$ cat src/hw/rtl/hap_pkg.sv
// ----------------------------------------------------------------------------
// Histogram autocorrelation peak package
// Shared widths, register map, reset values and sequencer states.
// ----------------------------------------------------------------------------
package hap_pkg;

  localparam int DEF_MAX_BINS = 1024;
  localparam int BIN_W        = 16;
  localparam int LAG_W        = 11;
  localparam int ACF_W        = 32;
  localparam int PADDR_W      = 3;
  localparam int PDATA_W      = 32;

  localparam logic [LAG_W-1:0] LAG_START_RST = LAG_W'(200);
  localparam logic [LAG_W-1:0] LAG_STOP_RST  = LAG_W'(600);

  localparam logic REG_LAG_START = 1'b0;
  localparam logic REG_LAG_STOP  = 1'b1;

  typedef enum logic [3:0] {
    ST_IDLE,
    ST_LAG,
    ST_RD,
    ST_MUL,
    ST_ACC,
    ST_DSTART,
    ST_DIV,
    ST_MEAN,
    ST_MWAIT,
    ST_OUT
  } state_t;

endpackage

$ cat src/hw/rtl/hap_div.sv
// ----------------------------------------------------------------------------
// Shared restoring divider
// Unsigned quotient, one bit per cycle, done pulses when quotient is ready.
// ----------------------------------------------------------------------------
module hap_div
  import hap_pkg::*;
#(
  parameter int DW = ACF_W + 10,
  parameter int VW = 11
) (
  input  logic          clk,
  input  logic          rst,
  input  logic          start,
  input  logic [DW-1:0] dividend,
  input  logic [VW-1:0] divisor,
  output logic          done,
  output logic [DW-1:0] quotient
);

  localparam int CNTW = $clog2(DW + 1);

  logic            busy;
  logic [CNTW-1:0] cnt;
  logic [VW-1:0]   rem;
  logic [VW-1:0]   dvs;
  logic [VW:0]     rem_sh;
  logic            fits;

  assign rem_sh = {rem, quotient[DW-1]};
  assign fits   = rem_sh >= {1'b0, dvs};

  always_ff @(posedge clk) begin
    if (rst) begin
      busy <= 1'b0;
      done <= 1'b0;
      cnt  <= '0;
    end else begin
      done <= busy && (cnt == CNTW'(1));
      if (start) begin
        busy <= 1'b1;
        cnt  <= CNTW'(DW);
      end else if (busy) begin
        cnt <= cnt - CNTW'(1);
        if (cnt == CNTW'(1)) begin
          busy <= 1'b0;
        end
      end
    end
  end

  always_ff @(posedge clk) begin
    if (start) begin
      quotient <= dividend;
      rem      <= '0;
      dvs      <= divisor;
    end else if (busy) begin
      if (fits) begin
        rem      <= VW'(rem_sh - {1'b0, dvs});
        quotient <= {quotient[DW-2:0], 1'b1};
      end else begin
        rem      <= rem_sh[VW-1:0];
        quotient <= {quotient[DW-2:0], 1'b0};
      end
    end
  end

endmodule
$ cat config.mk
export PLATFORM = sky130hd
export DESIGN_NAME = hap_div
export DESIGN_NICKNAME = d
export VERILOG_FILES = /design/src/hw/rtl/hap_pkg.sv /design/src/hw/rtl/hap_div.sv
export SDC_FILE = /design/constraint.sdc
export NUM_CORES = 1
export LEC_CHECK = 0
export BUFFER_PORTS_ARGS = -buffer_cell sky130_fd_sc_hd__buf_4
export CAP_MARGIN = 20
export CORE_MARGIN = 4
export CORE_UTILIZATION = 52
export CTS_BUF_LIST = sky130_fd_sc_hd__clkbuf_16
export DETAILED_ROUTE_END_ITERATION = 6
export PLACE_DENSITY = 0.8
export SYNTH_ARGS = -nofsm -noshare
export SYNTH_HDL_FRONTEND = slang
export SYNTH_SLANG_ARGS = --single-unit
$ cat constraint.sdc
create_clock -name clk -period 2.7 [get_ports clk]
set_input_delay 0.27 -clock clk [delete_from_list [all_inputs] [get_ports clk]]
set_output_delay 0.27 -clock clk [all_outputs]
set_load 0.005 [all_outputs]
==> results.py <==
metrics = {
    "final_layout": {
        "nFillCells": 455,
        "multi_input_area_um2": 1460,
        "stdcell_count": 469,
        "final_nets": 457,
        "diodes": 0,
        "drive_gt1_share_pct": 44.1,
        "area_growth_pct": 32.1,
        "ff_latch_area_um2": 1970,
    },
    "floorplan": {
        "die-width_um": 90.8,
        "std_cell_rows": 29,
        "die_area_um2": 8240,
        "die_h_um": 90.8,
        "start_util_pct": 54.9,
        "io_pins": 99,
        "coreArea_um2": 6490,
    },
    "setup_path": {
        "r2r-start": "quotient[41]",
        "crit_path_start": "quotient[41]",
        "cp.arrival_ns": 2.68,
        "worstPathRequired_ns": 2.88,
        "cp-end-kind": "register",
        "crit_type": "register to register",
        "crit_fanout": 11,
        "start_kind": "register",
    },
    "global_route": {
        "first_global_vias": 2371,
        "met3_usage_pct": 5.58,
        "grt_pass1_wl_um": 12100,
        "antenna_found_initial": 0,
        "grt_most_used_layer": "met2",
        "grtUsageMet1_pct": 23.3,
        "grt_max_degree": 48,
        "grtUsageMet2_pct": 30.1,
        "grt.total_usage_pct": 18.4,
        "grt-ovfl-total": 0,
    },
    "synthesis": {
        "synth-seq-area-share_pct": 55.3,
        "ys_types": 53,
        "syn_avg_cell_area_um2": 12.6,
        "ys_ff_latch": 72,
        "synth_cells": 283,
        "syn_area_um2": 3560,
        "async_reset_ff_share_pct": 0,
        "synth.yosys.warnings": 0,
        "synth_nets": 353,
        "synth_edf_count": 53,
        "synth_ff_type": "edfxtp_1",
    },
    "sta": {
        "final_hold_viol_count": 0,
        "clock_skew_ns": 0.00492,
        "tightest_slew_ns": 0.581,
        "rsz0062_at_grt": "no",
        "setup_viol": 0,
        "period_minus_slack_ns": 2.50,
        "fin_crit_sh_pct": 92.6,
        "max_freq_mhz": 400,
        "slew_viol_final": 0,
        "tns_ns": 0,
        "relSlewSlack_pct": 61.2,
    },
    "routing": {
        "drt-wirelength-per-cell_um": 16.4,
        "vias": 2579,
        "post_drt_via_cell_ratio": 5.50,
        "drc_errors": 0,
        "ant_nets": 0,
        "wl_um": 7680,
        "drt_iter0_drc": 66,
        "drt_first_pass_iters": 4,
    },
    "placed_design": {
        "io_buffers": 98,
        "dpl.hpwl_um": 5430,
        "dp.cells": 450,
        "place_congestion": 0.824,
    },
    "power_and_ir_drop": {
        "ir_worst_vdd_v": 0.000500,
        "pwr_density_cell_nw_per_um2": 656,
        "cellLeakagePower_uw": 0.00199,
    },
    "clock_tree": {
        "cts.clk_slew.worst_paths_ns": 0.06,
        "cts_sinks": 72,
        "cts_resized": 0,
        "cts_tree": "built",
        "cts_max_level": 3,
        "clkLatencyLatePin_ns": 0.33,
        "cts_buffers": 9,
        "cts-root-buf": "clkbuf_16",
        "clockBufferDepth": 2,
    },
    "run": {
        "maxCapViolations": 0,
    },
    "hold_path": {
        "min-delay-start": "divisor[10]",
        "hold_path_class": "primary input to register",
    },
    "outcome": {
        "status": "finished, final reports clean",
    },
}
==> cells by family (layout without fill, tap and decap cells) <==
group	count (synthesis)	after routing	synth area share (%)
mux	48	48	15.1
xor+xnor	12	12	2.95
buf+inv	32	141	3.72
flops	72	72	55.3
simple gates	63	63	8.88
compound gates	42	42	8.85
fa+ha+maj	14	14	5.13
==> metrics by stage <==
step	utilization, %	setup slack [ns]	area (um2)	power, uW	hold slack (ns)
finish	72.5	0.199	4710	3090	0.120
global route	72.5	0.0472	4710	3220	0.101
CTS	72.1	0.104	4690	3110	0.106
detailed placement	67.3	0.128	4370	1870	0.450
global placement	67.3	0.219	4370	1850	0.448
floorplan	-	0.405	3560	1640	0.369
==> final cells by class <==
cell class / count / share of cell area, %
clock buffers: 9 / 4.78
clock inverters: 7 / 1.89
inverters: 19 / 1.51
multi-input cells: 179 / 31.0
flip-flops and latches: 72 / 41.9
well taps: 77 / 2.05
repair buffers: 106 / 16.9
==> critical path, cell delays in order (launching register included) <==
cell and delay, ns:
edfxtp_1 0.37, inv_1 0.07, ha_1 0.22, fa_1 0.39, and2b_4 0.27, o31a_4 0.14, o21ai_2 0.09, a21boi_4 0.32
buf_4 0.19, mux2i_1 0.19, a211oi_1 0.09
==> cells in the mapped netlist (4+ instances only) <==
cell | instances | area, um2
inv_1 | 19 | 71.3
mux2i_1 | 4 | 40.0
buf_2 | 4 | 20.0
ha_1 | 13 | 163
mux2_2 | 43 | 484
xor2_1 | 4 | 35.0
edfxtp_1 | 53 | 1590
nand2_1 | 14 | 52.6
dfxtp_1 | 19 | 380
xnor2_1 | 8 | 70.1
o21ai_0 | 4 | 20.0
clkbuf_1 | 7 | 26.3
nor3_1 | 8 | 40.0
a21oi_1 | 10 | 50.1
nor2_1 | 20 | 75.1
==> registers in the layout, indices dropped and copies added, names as in the netlist <==
register and cells:
quotient 42, dvs 11, rem 11, cnt 6, busy 1, done 1
==> power breakdown <==
part,switching [uW],internal [uW],leakage (uW)
clock,436,801,0.000158
sequential,57.8,1310,0.000686
combinational,212,274,0.00114
==> placed cells by master (no fill, tap or decap), types with 9 or more instances in the layout <==
cell type	count
clkbuf_16	9
nand2_1	14
nor2_1	20
dfxtp_1	19
a21oi_1	10
edfxtp_1	53
mux2_2	43
inv_1	21
ha_1	13
buf_4	106
==> worst paths after layout <==
| kind | to | slack [ns] | cells after the start |
|---|---|---|---|
| worst max-delay path | rem[2] | 0.20 | 10 |
| worst min-delay path | dvs[10] | 0.12 | 1 |
| worst max register to register | rem[2] | 0.20 | 10 |
| worst min register to register | rem[4] | 0.50 | 2 |
==> routing by layer <==
layer  wire length (um)  vias up
met5                  0        -
met4                102        0
met3                424        8
met2               3900       76
met1               3260     1243
li1                   -     1252
==> repair_timing <==
item,in CTS,in global routing
hold buffers,0,0
hold endpoints to repair,0,0
setup endpoints to repair,0,3
buffers inserted,0,3
No activity file was read; power rests on OpenSTA's default activity.
